## src/design/cdrc_pkg.sv

```systemverilog
// cdrc_pkg: shared types and constants of the cd-rom host register block
// used by cdrc_ctrl, cdrc_dp and cdrom_controller_host_registers
// no dependencies
package cdrc_pkg;

  localparam logic [1:0] REG_STATUS = 2'd0;
  localparam logic [1:0] REG_CMD    = 2'd1;
  localparam logic [1:0] REG_PARAM  = 2'd2;
  localparam logic [1:0] REG_IRQ    = 2'd3;

  localparam logic [1:0] BANK0 = 2'd0;
  localparam logic [1:0] BANK1 = 2'd1;

  localparam logic [7:0] CMD_GETSTAT  = 8'h01;
  localparam logic [7:0] CMD_TEST     = 8'h19;
  localparam logic [7:0] TEST_VERSION = 8'h20;

  localparam logic [7:0] STAT_BYTE = 8'h10;
  localparam logic [2:0] FLAGS_ACK = 3'd3;

  typedef enum logic [2:0] {
    PB_GETSTAT,
    PB_VER0,
    PB_VER1,
    PB_VER2,
    PB_VER3
  } push_byte_e;

  typedef enum logic [2:0] {
    ST_IDLE,
    ST_DECODE,
    ST_POP,
    ST_TEST,
    ST_VER,
    ST_DONE
  } cdrc_state_e;

  typedef struct packed {
    logic       cap_item;
    logic       exec;
    logic       pop_resp;
    logic       pop_param;
    logic       push_resp;
    push_byte_e push_sel;
    logic       set_flags;
    logic       load_pop;
    logic       load_out;
  } cdrc_cmd_t;

  typedef struct packed {
    logic cmd_write;
    logic resp_read;
    logic op_getstat;
    logic op_test;
    logic sub_match;
  } cdrc_stat_t;

  function automatic logic [7:0] push_byte(push_byte_e sel);
    logic [7:0] b;
    b = 8'h00;
    unique case (sel)
      PB_GETSTAT: b = STAT_BYTE;
      PB_VER0:    b = 8'h98;
      PB_VER1:    b = 8'h06;
      PB_VER2:    b = 8'h10;
      PB_VER3:    b = 8'hC3;
      default:    b = 8'h00;
    endcase
    return b;
  endfunction

endpackage

```

## src/design/cdrom_controller_host_registers.sv

```systemverilog
// cdrom_controller_host_registers: top level of the cd-rom host register block
// depends on cdrc_pkg, cdrc_ctrl, cdrc_dp (with cdrc_fifo)
//
// channel  | direction | tdata / tuser
// s_axis   | in        | tdata: address[1:0], write_data[9:2]; tuser: mode
// m_axis   | out       | tdata: read_data[7:0], irq_request[8]
//
// an access steps from accept through decode to the output register, its result
// passing through the result register; a response pop adds the pop state, any test
// command adds the test state, and a test version answer also adds one push state per
// reply byte (one response queue write port, one byte per cycle)
// reset clears control state and both queues at once via per-entry valid bits
// a new access is accepted while the previous result waits on m_axis_tready_i
module cdrom_controller_host_registers #(
  parameter int unsigned FIFO_DEPTH = 16
) (
  input  logic        clk_i,
  input  logic        rst_ni,
  input  logic        s_axis_tvalid_i,
  output logic        s_axis_tready_o,
  input  logic [15:0] s_axis_tdata_i,   // address, write_data, zero pad
  input  logic        s_axis_tuser_i,   // mode
  output logic        m_axis_tvalid_o,
  input  logic        m_axis_tready_i,
  output logic [15:0] m_axis_tdata_o    // read_data, irq_request, zero pad
);
  import cdrc_pkg::*;

  cdrc_cmd_t  cmd;
  cdrc_stat_t stat;
  logic [7:0] read_data;
  logic       irq_request;

  cdrc_ctrl u_ctrl (
    .clk_i       (clk_i),
    .rst_ni      (rst_ni),
    .in_valid_i  (s_axis_tvalid_i),
    .in_ready_o  (s_axis_tready_o),
    .out_valid_o (m_axis_tvalid_o),
    .out_ready_i (m_axis_tready_i),
    .stat_i      (stat),
    .cmd_o       (cmd)
  );

  cdrc_dp #(.FIFO_DEPTH(FIFO_DEPTH)) u_dp (
    .clk_i         (clk_i),
    .rst_ni        (rst_ni),
    .cmd_i         (cmd),
    .mode_i        (s_axis_tuser_i),
    .address_i     (s_axis_tdata_i[1:0]),
    .write_data_i  (s_axis_tdata_i[9:2]),
    .stat_o        (stat),
    .read_data_o   (read_data),
    .irq_request_o (irq_request)
  );

  assign m_axis_tdata_o = {7'b0, irq_request, read_data};

  assert property (@(posedge clk_i) disable iff (!rst_ni)
    cmd.load_out |-> (!m_axis_tvalid_o || m_axis_tready_i))
    else $error("output register overwritten while a result waits");

  assert property (@(posedge clk_i) disable iff (!rst_ni)
    (s_axis_tvalid_i && s_axis_tready_o) |=> !s_axis_tready_o)
    else $error("second beat taken before the access was processed");

  assert property (@(posedge clk_i) disable iff (!rst_ni)
    $rose(m_axis_tvalid_o) |-> $past(!s_axis_tready_o))
    else $error("result appeared without an access in progress");

  assert property (@(posedge clk_i) disable iff (!rst_ni)
    cmd.push_resp |-> !(cmd.pop_resp || cmd.pop_param))
    else $error("queue push and pop in the same cycle");

endmodule

```

## src/design/cdrc_fifo.sv

```systemverilog
// cdrc_fifo: byte queue with wrapping pointers, memory and per-entry valid bits
// push and pop are unchecked; read data is registered on pop
// no package dependencies
module cdrc_fifo #(
  parameter int unsigned DEPTH = 16
) (
  input  logic       clk_i,
  input  logic       rst_ni,
  input  logic       push_i,
  input  logic [7:0] push_data_i,
  input  logic       pop_i,
  input  logic       clear_i,
  output logic [7:0] rd_data_o,
  output logic       empty_o,
  output logic       full_o
);

  localparam int unsigned PTR_W = $clog2(2 * DEPTH);
  localparam int unsigned IDX_W = $clog2(DEPTH);
  localparam logic [PTR_W-1:0] PTR_LAST = PTR_W'(2 * DEPTH - 1);
  localparam logic [PTR_W-1:0] PTR_HALF = PTR_W'(DEPTH);

  logic [7:0]       mem [DEPTH];
  logic [DEPTH-1:0] valid_q;
  logic [PTR_W-1:0] wr_q, rd_q;
  logic [7:0]       rdata_q;
  logic             rvalid_q;
  logic             wr_hi, rd_hi;
  logic [IDX_W-1:0] wr_idx, rd_idx;

  assign wr_hi  = (wr_q >= PTR_HALF);
  assign rd_hi  = (rd_q >= PTR_HALF);
  assign wr_idx = wr_hi ? IDX_W'(wr_q - PTR_HALF) : IDX_W'(wr_q);
  assign rd_idx = rd_hi ? IDX_W'(rd_q - PTR_HALF) : IDX_W'(rd_q);

  assign empty_o   = (wr_q == rd_q);
  assign full_o    = (wr_idx == rd_idx) && (wr_hi != rd_hi);
  assign rd_data_o = rvalid_q ? rdata_q : 8'h00;

  always_ff @(posedge clk_i or negedge rst_ni) begin
    if (!rst_ni) begin
      wr_q     <= '0;
      rd_q     <= '0;
      valid_q  <= '0;
      rvalid_q <= 1'b0;
    end else if (clear_i) begin
      wr_q    <= '0;
      rd_q    <= '0;
      valid_q <= '0;
    end else begin
      if (push_i) begin
        wr_q            <= (wr_q == PTR_LAST) ? '0 : wr_q + 1'b1;
        valid_q[wr_idx] <= 1'b1;
      end
      if (pop_i) begin
        rd_q     <= (rd_q == PTR_LAST) ? '0 : rd_q + 1'b1;
        rvalid_q <= valid_q[rd_idx];
      end
    end
  end

  always_ff @(posedge clk_i) begin
    if (push_i) begin
      mem[wr_idx] <= push_data_i;
    end
    if (pop_i) begin
      rdata_q <= mem[rd_idx];
    end
  end

endmodule

```

## src/design/cdrc_dp.sv

```systemverilog
// cdrc_dp: host registers, parameter and response queues, result and output registers
// depends on cdrc_pkg and cdrc_fifo
module cdrc_dp #(
  parameter int unsigned FIFO_DEPTH = 16
) (
  input  logic                 clk_i,
  input  logic                 rst_ni,
  input  cdrc_pkg::cdrc_cmd_t  cmd_i,
  input  logic                 mode_i,
  input  logic [1:0]           address_i,
  input  logic [7:0]           write_data_i,
  output cdrc_pkg::cdrc_stat_t stat_o,
  output logic [7:0]           read_data_o,
  output logic                 irq_request_o
);
  import cdrc_pkg::*;

  logic       mode_q;
  logic [1:0] addr_q;
  logic [7:0] wdata_q;
  logic [1:0] bank_q;
  logic [4:0] irq_en_q;
  logic [2:0] flags_q;
  logic       start_q;
  logic [7:0] res_data_q;
  logic       res_irq_q;
  logic [7:0] out_data_q;
  logic       out_irq_q;

  logic [7:0] param_rdata, resp_rdata, rd_mux;
  logic       param_empty, param_full, resp_empty, resp_full;
  logic       wr_param, wr_ctrl;

  assign wr_param = cmd_i.exec && mode_q && (addr_q == REG_PARAM) && (bank_q == BANK0);
  assign wr_ctrl  = cmd_i.exec && mode_q && (addr_q == REG_IRQ) && (bank_q == BANK1);

  cdrc_fifo #(.DEPTH(FIFO_DEPTH)) u_param_fifo (
    .clk_i       (clk_i),
    .rst_ni      (rst_ni),
    .push_i      (wr_param),
    .push_data_i (wdata_q),
    .pop_i       (cmd_i.pop_param),
    .clear_i     (wr_ctrl && wdata_q[6]),
    .rd_data_o   (param_rdata),
    .empty_o     (param_empty),
    .full_o      (param_full)
  );

  cdrc_fifo #(.DEPTH(FIFO_DEPTH)) u_resp_fifo (
    .clk_i       (clk_i),
    .rst_ni      (rst_ni),
    .push_i      (cmd_i.push_resp),
    .push_data_i (push_byte(cmd_i.push_sel)),
    .pop_i       (cmd_i.pop_resp),
    .clear_i     (1'b0),
    .rd_data_o   (resp_rdata),
    .empty_o     (resp_empty),
    .full_o      (resp_full)
  );

  always_comb begin
    rd_mux = 8'h00;
    unique case (addr_q)
      REG_STATUS: rd_mux = {2'b00, resp_empty, ~param_full, param_empty, 1'b0, bank_q};
      REG_CMD:    rd_mux = 8'h00;
      REG_PARAM:  rd_mux = 8'h00;
      REG_IRQ:    rd_mux = bank_q[0] ? {3'b111, start_q, 1'b0, flags_q} : {3'b000, irq_en_q};
      default:    rd_mux = 8'h00;
    endcase
  end

  assign stat_o.cmd_write  = mode_q && (addr_q == REG_CMD) && (bank_q == BANK0);
  assign stat_o.resp_read  = !mode_q && (addr_q == REG_CMD);
  assign stat_o.op_getstat = (wdata_q == CMD_GETSTAT);
  assign stat_o.op_test    = (wdata_q == CMD_TEST);
  assign stat_o.sub_match  = (param_rdata == TEST_VERSION);

  always_ff @(posedge clk_i) begin
    if (cmd_i.cap_item) begin
      mode_q  <= mode_i;
      addr_q  <= address_i;
      wdata_q <= write_data_i;
    end
    if (cmd_i.exec) begin
      res_data_q <= mode_q ? 8'h00 : rd_mux;
      res_irq_q  <= mode_q && (addr_q == REG_CMD) && (bank_q == BANK0);
    end else if (cmd_i.load_pop) begin
      res_data_q <= resp_rdata;
    end
    if (cmd_i.load_out) begin
      out_data_q <= res_data_q;
      out_irq_q  <= res_irq_q;
    end
  end

  always_ff @(posedge clk_i or negedge rst_ni) begin
    if (!rst_ni) begin
      bank_q   <= '0;
      irq_en_q <= '0;
      flags_q  <= '0;
      start_q  <= 1'b0;
    end else begin
      if (cmd_i.exec && mode_q) begin
        if (addr_q == REG_STATUS) begin
          bank_q <= wdata_q[1:0];
        end
        if ((addr_q == REG_PARAM) && (bank_q == BANK1)) begin
          irq_en_q <= wdata_q[4:0];
        end
      end
      if (cmd_i.set_flags) begin
        flags_q <= FLAGS_ACK;
      end else if (wr_ctrl) begin
        flags_q <= flags_q & ~wdata_q[2:0];
        start_q <= wdata_q[4];
      end
    end
  end

  assign read_data_o   = out_data_q;
  assign irq_request_o = out_irq_q | (resp_full & 1'b0);

endmodule

```

## src/design/cdrc_ctrl.sv

```systemverilog
// cdrc_ctrl: access sequencer, steps each bus access through decode, queue and output
// depends on cdrc_pkg
module cdrc_ctrl (
  input  logic                 clk_i,
  input  logic                 rst_ni,
  input  logic                 in_valid_i,
  output logic                 in_ready_o,
  output logic                 out_valid_o,
  input  logic                 out_ready_i,
  input  cdrc_pkg::cdrc_stat_t stat_i,
  output cdrc_pkg::cdrc_cmd_t  cmd_o
);
  import cdrc_pkg::*;

  cdrc_state_e state_q, state_d;
  logic [1:0]  ver_cnt_q, ver_cnt_d;
  logic        out_valid_q, out_valid_d;

  always_ff @(posedge clk_i or negedge rst_ni) begin
    if (!rst_ni) begin
      state_q     <= ST_IDLE;
      ver_cnt_q   <= '0;
      out_valid_q <= 1'b0;
    end else begin
      state_q     <= state_d;
      ver_cnt_q   <= ver_cnt_d;
      out_valid_q <= out_valid_d;
    end
  end

  always_comb begin
    state_d     = state_q;
    ver_cnt_d   = ver_cnt_q;
    out_valid_d = out_valid_q && !out_ready_i;
    cmd_o       = '0;
    cmd_o.push_sel = PB_GETSTAT;
    in_ready_o  = 1'b0;
    unique case (state_q)
      ST_IDLE: begin
        in_ready_o = 1'b1;
        if (in_valid_i) begin
          cmd_o.cap_item = 1'b1;
          state_d        = ST_DECODE;
        end
      end
      ST_DECODE: begin
        cmd_o.exec = 1'b1;
        priority if (stat_i.resp_read) begin
          cmd_o.pop_resp = 1'b1;
          state_d        = ST_POP;
        end else if (stat_i.cmd_write && stat_i.op_getstat) begin
          cmd_o.push_resp = 1'b1;
          cmd_o.push_sel  = PB_GETSTAT;
          cmd_o.set_flags = 1'b1;
          state_d         = ST_DONE;
        end else if (stat_i.cmd_write && stat_i.op_test) begin
          cmd_o.pop_param = 1'b1;
          state_d         = ST_TEST;
        end else begin
          state_d = ST_DONE;
        end
      end
      ST_POP: begin
        cmd_o.load_pop = 1'b1;
        state_d        = ST_DONE;
      end
      ST_TEST: begin
        ver_cnt_d = '0;
        state_d   = stat_i.sub_match ? ST_VER : ST_DONE;
      end
      ST_VER: begin
        cmd_o.push_resp = 1'b1;
        unique case (ver_cnt_q)
          2'd0:    cmd_o.push_sel = PB_VER0;
          2'd1:    cmd_o.push_sel = PB_VER1;
          2'd2:    cmd_o.push_sel = PB_VER2;
          2'd3:    cmd_o.push_sel = PB_VER3;
          default: cmd_o.push_sel = PB_VER0;
        endcase
        ver_cnt_d = ver_cnt_q + 1'b1;
        if (ver_cnt_q == 2'd3) begin
          cmd_o.set_flags = 1'b1;
          state_d         = ST_DONE;
        end
      end
      ST_DONE: begin
        if (!out_valid_q || out_ready_i) begin
          cmd_o.load_out = 1'b1;
          out_valid_d    = 1'b1;
          state_d        = ST_IDLE;
        end
      end
      default: begin
        state_d = ST_IDLE;
      end
    endcase
  end

  assign out_valid_o = out_valid_q;

endmodule

```

## config.mk

```make
export PLATFORM = sky130hd
export DESIGN_NAME = cdrom_controller_host_registers
export DESIGN_NICKNAME = d
export VERILOG_FILES = /design/src/design/cdrc_pkg.sv /design/src/design/cdrom_controller_host_registers.sv /design/src/design/cdrc_fifo.sv /design/src/design/cdrc_dp.sv /design/src/design/cdrc_ctrl.sv
export SDC_FILE = /design/constraint.sdc
export NUM_CORES = 1
export LEC_CHECK = 0
export ABC_AREA = 0
export ABC_CLOCK_PERIOD_IN_PS = 3290
export BUFFER_PORTS_ARGS = -buffer_cell sky130_fd_sc_hd__buf_2
export CORE_UTILIZATION = 62
export CTS_CLUSTER_DIAMETER = 60
export DETAILED_ROUTE_END_ITERATION = 16
export MAX_ROUTING_LAYER = met4
export PLACE_DENSITY_LB_ADDON = 0.15
export SLEW_MARGIN = 40
export SYNTH_ARGS = -nofsm -noshare
export SYNTH_HDL_FRONTEND = slang
export SYNTH_SLANG_ARGS = --single-unit
```

## constraint.sdc

```tcl
create_clock -name clk_i -period 3.29 [get_ports clk_i]
set_input_delay 0.658 -clock clk_i [delete_from_list [all_inputs] [get_ports clk_i]]
set_output_delay 0.658 -clock clk_i [all_outputs]
set_load 0.02 [all_outputs]
```

# After elaboration in Yosys (flattened, before gate mapping)

Memories as Yosys holds them, arrays and structs flattened. A register that Yosys moved wholly into a read port is not among the register bits.
Cells that the tools add are included.

$add $sub $neg: 9
$lt $le $gt $ge: 10
Equality and inequality tests: 30
Multiplexer cells: 62
Bitwise gates (word level): 7
Reductions and logical operators: 37

Operators with widths:

| operator                                                              | number |
|---|---|
| 8-bit 2-to-1 mux                                                      | 6 |
| 5-bit 2-to-1 mux                                                      | 9 |
| 16-bit 2-to-1 mux                                                     | 2 |
| 16-bit bitwise OR                                                     | 2 |
| 8-bit case mux with 4 select lines                                    | 1 |
| 3-bit 2-to-1 mux                                                      | 9 |
| 8-bit case mux with 3 select lines                                    | 1 |
| 1-bit 2-to-1 mux                                                      | 21 |
| 5-bit by 1-bit adder with 5-bit output, second input constant         | 4 |
| 5-bit equality test, second input constant                            | 4 |
| 5-bit greater-or-equal comparator, second input constant              | 4 |
| 4-bit by 5-bit < comparator with 1-bit output, second input constant  | 4 |
| 3-bit case mux with 6 select lines                                    | 1 |
| 1-bit logical AND                                                     | 16 |
| 4-bit 2-to-1 mux                                                      | 4 |
| 4-bit by 1-bit subtractor with 4-bit output, second input constant    | 4 |
| 3-bit by 2-bit equality test with 1-bit output, second input constant | 4 |
| 3-bit case mux with 4 select lines                                    | 1 |
| 5-bit equality test                                                   | 2 |
| 5-bit case mux with 2 select lines                                    | 1 |
| 2-bit nonzero test                                                    | 5 |
| 3-bit equality test, second input constant                            | 3 |
| 1-bit binary-select mux with 4-bit select                             | 2 |
| 1-bit demux with 4-bit select                                         | 2 |
| other kinds (24)                                                      | 43 |

Bits in registers: 100
Memory bits (writable): 256
Input port bits: 21
Output and inout port bits: 18
Logic and storage cells: 179
Memories kept: 2

Memories:

| name                  | words | width | rd ports | clocked after memory_dff | write ports | RTL line        | text |
|---|---|---|---|---|---|---|---|
| u_dp.u_param_fifo.mem | 16    | 8     | 1        | 1                        | 1           | cdrc_fifo.sv:23 | `logic [7:0] mem [DEPTH];` |
| u_dp.u_resp_fifo.mem  | 16    | 8     | 1        | 1                        | 1           | cdrc_fifo.sv:23 |  |

# Longest topological paths before layout

Gate-level depths: netlist (run 1).

Depth in word-level cells: 14
Mapped depth: 8
Gate-level depth less buffers: 6

# Modules after synthesis

A second synthesis (run 1) with hierarchy kept.

Cell total of the unflattened synthesis: 995
Area total of the unflattened synthesis: 15688.8 µm²

By module, submodules not included:

| module                          | instances | cells each | area an instance (µm²) | seq. area each (µm²) |
|---|---|---|---|---|
| cdrc_fifo (u_dp.u_resp_fifo)    | 1         | 405        | 6762.7                 | 4759.6 |
| cdrc_fifo (u_dp.u_param_fifo)   | 1         | 408        | 6751.5                 | 4759.6 |
| cdrc_dp                         | 1         | 112        | 1650.3                 | 1146.1 |
| cdrc_ctrl                       | 1         | 61         | 460.4                  | 150.1 |
| cdrom_controller_host_registers | 1         | 9          | 63.8                   | 0.0 |

# Worst setup path after synthesis (run 1)

Ideal clock, no wire load.

Kind: register to register
Start: register u_dp.wdata_q[6]
End: memory u_dp.u_resp_fifo.mem[11][1], enable pin
Setup time: 350 ps
Data arrival time: 2063 ps
Data required time: 2940 ps
Slack: 877 ps
Stages on the path, launching flop included: 7
Buffers on the path: 1
Clock period less this slack: 2413 ps
Cell sequence: edfxtp_1 > nor4b_1 > nand4_1 > o41ai_2 > buf_2 > nand2_2 > nor2_1

Cells in the longest elaborated chain, start to end: 7

RTL lines:

| what                                           | RTL line        | text |
|---|---|---|
| start: declaration                             | cdrc_dp.sv:20   | `logic [7:0] wdata_q;` |
| start signal: assignment                       | cdrc_dp.sv:82   | `wdata_q <= write_data_i;` |
| 8-bit by 1-bit equality test with 1-bit output | cdrc_dp.sv:74   | `assign stat_o.op_getstat = (wdata_q == CMD_GETSTAT);` |
| 1-bit logical AND                              | cdrc_ctrl.sv:51 | `end else if (stat_i.cmd_write && stat_i.op_getstat) begin` |
| 5-bit 2-to-1 mux                               | cdrc_ctrl.sv:51 |  |
| 6-bit 2-to-1 mux                               | cdrc_ctrl.sv:48 | `priority if (stat_i.resp_read) begin` |
| 5-bit case mux with 2 select lines             | cdrc_ctrl.sv:38 | `unique case (state_q)` |
| 1-bit 2-to-1 mux                               | cdrc_fifo.sv:63 | `if (push_i) begin` |
| 1-bit 2-to-1 mux (implied by the code)         | cdrc_fifo.sv:64 | `mem[wr_idx] <= push_data_i;` |
| end: declaration                               | cdrc_fifo.sv:23 |  |

Every way passes these cells.

# Final worst setup path (run 1)

Start: register u_dp.bank_q[0]
End: memory u_dp.u_resp_fifo.mem[2][4], enable pin

Cells in the longest elaborated chain, start to end: 8

RTL lines:

| what                                   | RTL line        | text |
|---|---|---|
| start: declaration                     | cdrc_dp.sv:21   | `logic [1:0] bank_q;` |
| start signal: assignment               | cdrc_dp.sv:105  | `bank_q <= wdata_q[1:0];` |
| 2-bit zero test                        | cdrc_dp.sv:72   | `assign stat_o.cmd_write = mode_q && (addr_q == REG_CMD) && (bank_q == BANK0);` |
| 1-bit logical AND                      | cdrc_dp.sv:72   |  |
| 1-bit logical AND                      | cdrc_ctrl.sv:51 |  |
| 5-bit 2-to-1 mux                       | cdrc_ctrl.sv:51 |  |
| 6-bit 2-to-1 mux                       | cdrc_ctrl.sv:48 |  |
| 5-bit case mux with 2 select lines     | cdrc_ctrl.sv:38 |  |
| 1-bit 2-to-1 mux                       | cdrc_fifo.sv:63 |  |
| 1-bit 2-to-1 mux (implied by the code) | cdrc_fifo.sv:64 |  |

Every way passes these cells.

==> impl_metrics.json, run 1 <==
{
  "status": "completed",
  "holdBufCountCts": 0,
  "yosysWarningCount": 0,
  "maxSlewHeadroom_pct": 49.8,
  "drt_iter0_drc": 852,
  "routed_wl_mm": 29.4,
  "synthSimpleGateAreaFrac_pct": 6.33,
  "ant_nets": 0,
  "diodes": 0,
  "dr_total_vias": 7749,
  "initial_core_util_pct": 63.6,
  "path_class": "reg -> reg",
  "cts.sinks": 338,
  "die-area_mm2": 0.0230,
  "fin_crit_sh_pct": 95.8,
  "synthArstFlopShare_pct": 21.0,
  "worstMarginPinSlew_ps": 743,
  "path_max_fanout": 12,
  "synthAdderAreaFrac_pct": 1.62,
  "fp.dieH_um": 152,
  "synthXorXnorAreaFrac_pct": 0.818,
  "critPathRequiredTime_ps": 3430,
  "cpPeakStageDelay_ps": 570,
  "grt_max_degree": 72,
  "cts.repair.resized": 0,
  "synthToLayoutAreaGrowth_pct": 13.1,
  "synth-seq-cells": 338,
  "start_kind": "flop",
  "crit_slowest_cell": "nor2_1",
  "p_sw_w": 0.00334,
  "p_seq_share_pct": 47.1,
  "synth_mux_area_share_pct": 12.2,
  "cp-end-kind": "flop",
  "grt_pass1_vias": 7972,
  "wl_per_cell_um": 24.2,
  "synth.top_cell.area_share_pct": 57.6,
  "cts_buffers": 36,
  "stdcell_count": 1215,
  "hp-class": "in -> async",
  "fin_worst_skew_ps": 12.2,
  "drive_gt1_share_pct": 22.4,
  "clockBufferDepth": 3,
  "mostFrequentLayoutCells": "edfxtp_1 (267), dfrtp_1 (68), mux4_2 (50)",
  "placed_cells": 1151,
  "synth_compound_area_share_pct": 6.51,
  "timing.critical_path.cells": "nor4b_1, nand4_1, o41ai_2, buf_4, nand2_1, nor2_1",
  "min_period_ps": 3150,
  "cts-root-buf": "clkbuf_16",
  "antenna_found_initial": 0,
  "total_leakage_power_nw": 5.50,
  "ioPinCount": 39,
  "overflow": 0,
  "power_w": 0.0121,
  "dp_hpwl_mm": 19.3,
  "hold_violations": 0,
  "final_core_util_pct": 71.9,
  "grt_pass1_wl_mm": 45.9,
  "post_cts.repair.setup_buffers": 0,
  "ir_drop_v": 0.000421,
  "clkTransAtPathRegs_ps": 60,
  "swShare_pct": 27.5,
  "ys_seq_area_share_pct": 70.4,
  "fmax_mhz": 317,
  "synth_edf_count": 267,
  "place_worst_setup_slack_ps": 241,
  "worstPathArrival_ps": 3300,
  "mostFrequentLayoutCell": "edfxtp_1",
  "rsz0062_at_grt": "no",
  "synth_top_family_by_area": "multiplexers",
  "slew_viol_final": 0,
  "synth_ff_type": "edfxtp_1",
  "maxCapViolCount": 0,
  "via_per_inst": 6.38,
  "final.setup.tns_ps": 0,
  "htree_num_levels": 2,
  "clock_latency_ps": 510,
  "firstDrtPassIters": 5,
  "synth_top_area_cell": "edfxtp_1",
  "internal-power_w": 0.00881,
  "die_x_um": 152,
  "clkPwrFrac_pct": 34.1,
  "netlist_area_mm2": 0.0139,
  "io_buffers": 25,
  "drc": 0,
  "p_per_area_mw_per_mm2": 772,
  "gp_congestion": 0.893,
  "p_comb_share_pct": 18.8,
  "cts_tree": "done",
  "finalSetupViolCount": 0,
  "synthCells": 849,
  "coreArea_mm2": 0.0219,
  "syn_area_per_cell_um2": 16.4,
  "yosys-top-cells-area": "edfxtp_1 (58%), dfrtp_1 (13%), mux4_2 (8.1%)",
  "layout.nets": 948,
  "ys_types": 56,
  "layout_setup_ws_ps": 139,
  "rows": 54,
  "grt_usage_pct": 27.4
}
==> per-stage QoR <==
| stage | cell area (um^2) | hold WS (ps) |
|---|---|---|
| 2_1_floorplan | 13900 | 362 |
| 3_3_place_gp | 14500 | 405 |
| 3_5_place_dp | 14500 | 406 |
| 4_1_cts | 15700 | 187 |
| 5_1_grt | 15700 | 193 |
| 6_report | 15700 | 142 |
==> layer usage <==
| layer | global-route usage [%] | routed length [um] |
|---|---|---|
| met4 | 9.05 | 897 |
| met1 | 38.1 | 12100 |
| met5 | - | 0 |
| met3 | 5.76 | 2530 |
| met2 | 40.9 | 13900 |
==> worst max-delay path: cells and delay by family, from the launching register on <==
kind	cells	cell delay [ps]
compound gates	1	440
buf+inv	1	280
flops	1	530
simple gates	4	1520
==> synthesized netlist by cell type (3+ instances only) <==
cell,n
o21a_1,16
xnor2_1,7
o21bai_1,16
edfxtp_1,267
or2_2,3
nand2_2,3
a21o_1,4
a211oi_1,8
buf_2,12
and2_1,5
clkbuf_1,27
nor2_1,49
nor4_1,4
a221oi_1,8
nand2b_1,10
and3_1,7
nor2b_1,10
nand3_1,10
a21oi_1,30
a22oi_1,8
dfrtp_1,71
o21ai_0,30
mux2i_1,35
inv_1,10
ha_1,18
xor2_1,6
mux2_2,20
nor4b_1,3
nand4_1,3
buf_1,5
nand2_1,43
nor3_1,12
buf_4,8
mux4_2,50
==> flip-flops by register name, indices dropped and copies added, names as in the netlist, 2 cells and up <==
signal                     flops
u_dp.u_param_fifo.mem        128
u_dp.u_resp_fifo.mem          96
u_dp.u_param_fifo.valid_q     16
u_dp.u_resp_fifo.valid_q      16
u_dp.read_data_o               8
u_dp.res_data_q                8
u_dp.u_param_fifo.rdata_q      8
u_dp.wdata_q                   8
u_dp.u_resp_fifo.rdata_q       6
u_dp.irq_en_q                  5
u_dp.u_param_fifo.rd_q         5
u_dp.u_param_fifo.wr_q         5
u_dp.u_resp_fifo.rd_q          5
u_dp.u_resp_fifo.wr_q          5
u_ctrl.state_q                 3
u_dp.flags_q                   3
u_ctrl.ver_cnt_q               2
u_dp.addr_q                    2
u_dp.bank_q                    2
==> cell type report <==
| cell class | instances | area [um^2] |
|---|---|---|
| Tap cell | 280 | 350 |
| Timing Repair Buffer | 69 | 474 |
| Multi-Input combinational cell | 454 | 3860 |
| Inverter | 10 | 37.5 |
| Clock inverter | 15 | 201 |
| Clock buffer | 49 | 1010 |
| Fill cell | 1346 | 6160 |
| Sequential cell | 338 | 9800 |
==> cells by family (layout without fill, tap and decap cells) <==
kind of cell / Yosys count / in the layout
AO/OA/AOI/OAI: 137 / 137
XOR/XNOR: 13 / 13
adder cells (fa/ha/maj): 18 / 18
buffers and inverters: 63 / 143
flip-flops: 338 / 338
multiplexers: 105 / 105
other: 1 / 7
AND/OR/NAND/NOR: 174 / 174
==> path summary, 6_finish.rpt <==
kind                       cells past startpoint  slack [ps]                          end                from
max                                            6         140   u_dp.u_resp_fifo.mem[2][4]      u_dp.bank_q[0]
min                                            1         140  u_dp.u_resp_fifo.valid_q[8]              rst_ni
max reg2reg                                    6         140   u_dp.u_resp_fifo.mem[2][4]      u_dp.bank_q[0]
min reg2reg                                    0         430          u_dp.read_data_o[5]  u_dp.res_data_q[5]
max in group asynchronous                      1        2600    u_dp.u_param_fifo.rd_q[0]              rst_ni
min in group clk_i                             1         320              u_dp.wdata_q[4]   s_axis_tdata_i[6]
==> power groups by stage <==
stage	logic (W)	registers [W]	clock network (W)
2_1_floorplan	0.00161	0.00566	0
3_3_place_gp	0.00214	0.00576	0
3_5_place_dp	0.00226	0.00580	0
4_1_cts	0.00229	0.00572	0.00419
5_1_grt	0.00248	0.00577	0.00435
6_report	0.00228	0.00572	0.00414
Power figures use the tool's default switching activity.
==> inputs of run 2 (changes only) <==
==> constraint.sdc (replaced) <==
create_clock -name clk_i -period 3.29 [get_ports clk_i]
set_input_delay 0.658 -clock clk_i [delete_from_list [all_inputs] [get_ports clk_i]]
set_output_delay 0.658 -clock clk_i [all_outputs]
set_load 0.1 [all_outputs]
==> impl_metrics.json, run 2 (same netlist as run 1, synthesis figures left out) <==
{
  "status": "completed",
  "overflow": 0,
  "initial_core_util_pct": 63.6,
  "layout.nets": 946,
  "cts.repair.resized": 0,
  "met2_usage_pct": 39.5,
  "synthToLayoutAreaGrowth_pct": 12.1,
  "grt_pass1_wl_mm": 45.1,
  "regArea_mm2": 0.00980,
  "ir_drop_v": 0.000481,
  "start_kind": "flop",
  "critPathRequiredTime_ps": 3430,
  "antenna_found_initial": 0,
  "grt_busiest_layer": "met2",
  "fin_worst_skew_ps": 13.2,
  "rsz0062_at_grt": "no",
  "min_period_ps": 3030,
  "final.setup.tns_ps": 0,
  "clockBufferDepth": 3,
  "wl_per_cell_um": 23.7,
  "hold_violations": 0,
  "ant_nets": 0,
  "firstDrtPassIters": 5,
  "via_per_inst": 6.36,
  "coreArea_mm2": 0.0219,
  "clkTransAtPathRegs_ps": 60,
  "die_x_um": 152,
  "cts_buffers": 35,
  "hp-class": "in -> async",
  "fmax_mhz": 329,
  "cts-root-buf": "clkbuf_16",
  "drt_iter0_drc": 762,
  "dp_hpwl_mm": 18.8,
  "grt_usage_pct": 26.6,
  "drive_gt1_share_pct": 21.9,
  "use_met1_pct": 38.7,
  "grt_pass1_vias": 7830,
  "holdBufCountCts": 0,
  "worstPathArrival_ps": 3170,
  "top_register": "u_dp.u_param_fifo.mem",
  "routed_wl_mm": 28.7,
  "grtUsageMet3_pct": 4.39,
  "cts_tree": "done",
  "clock_latency_ps": 510,
  "finalSetupViolCount": 0,
  "path_class": "reg -> reg",
  "grt_max_degree": 72,
  "diodes": 0,
  "ioPinCount": 39,
  "cts.sinks": 338,
  "htree_num_levels": 2,
  "fillers": 1350,
  "post_cts.repair.setup_buffers": 0,
  "worstMarginPinSlew_ps": 757,
  "path_max_fanout": 12,
  "io_buffers": 25,
  "total_leakage_power_nw": 5.42,
  "maxCapViolCount": 0,
  "slew_viol_final": 0,
  "rows": 54,
  "mostFrequentLayoutCell": "edfxtp_1",
  "cp-end-kind": "flop",
  "maxSlewHeadroom_pct": 49.1,
  "fin_crit_sh_pct": 92.2,
  "gp_congestion": 0.902,
  "multi_input_area_mm2": 0.00387,
  "mostFrequentLayoutCells": "edfxtp_1 (267), dfrtp_1 (67), mux4_2 (50)",
  "p_per_area_mw_per_mm2": 769,
  "reg_top3": "u_dp.u_param_fifo.mem x128, u_dp.u_resp_fifo.mem x96",
  "power_w": 0.0120,
  "dr_total_vias": 7698,
  "drc": 0,
  "die-area_mm2": 0.0230,
  "fp.dieH_um": 152,
  "largest_reg_flops": 128
}
run 2: cell count changes in the layout (fill, tap and decap cells not counted), sizes merged:
cell and change:
clkinv +5, buf -1, bufinv -2, inv +1
clkbuf -7
run 2: through the flow:
| step | hold slack, ps | utilization (%) | cell area, um^2 | cells | worst slack (ps) |
|---|---|---|---|---|---|
| 6_report | 160 | 71.3 | 15600 | 1211 | 255 |
| 5_1_grt | 224 | 71.3 | 15600 | 1211 | 7.68 |
| 4_1_cts | 193 | 71.3 | 15600 | 1211 | 249 |
| 3_5_place_dp | 405 | 66.3 | 14500 | 1150 | 253 |
| 3_3_place_gp | 404 | 66.3 | 14500 | 1150 | 479 |
| 2_1_floorplan | 362 | - | 13900 | 855 | 611 |
run 2: final cells by class:
| cell class | instances | area share, % |
|---|---|---|
| clock buffers | 42 | 5.78 |
| clock inverters | 19 | 1.11 |
| inverters | 10 | 0.241 |
| multi-input cells | 454 | 24.8 |
| flip-flops and latches | 338 | 62.8 |
| well taps | 280 | 2.25 |
| repair buffers | 68 | 2.99 |
run 2: critical path, stage by stage (launching register included):
cell	delay (ps)
dfrtp_1	520
nor4b_1	460
nand4_1	350
o41ai_2	290
buf_4	260
nand2_1	250
nor2_1	540
run 2: worst paths after layout:
| path | from | to | slack [ps] | depth (start not counted) |
|---|---|---|---|---|
| max reg2reg | u_dp.bank_q[0] | u_dp.u_resp_fifo.mem[14][6] | 260 | 6 |
| min reg2reg | u_dp.res_data_q[0] | u_dp.read_data_o[0] | 420 | 0 |
| min | rst_ni | u_dp.u_resp_fifo.valid_q[11] | 160 | 1 |
| min in group clk_i | s_axis_tdata_i[6] | u_dp.wdata_q[4] | 330 | 1 |
| max | u_dp.bank_q[0] | u_dp.u_resp_fifo.mem[14][6] | 260 | 6 |
| max in group asynchronous | rst_ni | u_dp.u_param_fifo.rd_q[3] | 2570 | 1 |
run 2: metal layers:
metal | share of wire (%) | up-vias | wire length (um)
met5 | 0 | - | 0
met4 | 1.9 | 0 | 550
met3 | 7.4 | 48 | 2130
met2 | 48 | 319 | 13600
met1 | 43 | 3946 | 12300
li1 | - | 3385 | -
run 2: power by group:
| part | switching, W | internal, W | total [W] |
|---|---|---|---|
| sequential | 0.000404 | 0.00533 | 0.00574 |
| combinational | 0.00159 | 0.000927 | 0.00251 |
| clock | 0.00155 | 0.00220 | 0.00375 |
| total | 0.00354 | 0.00845 | 0.0120 |
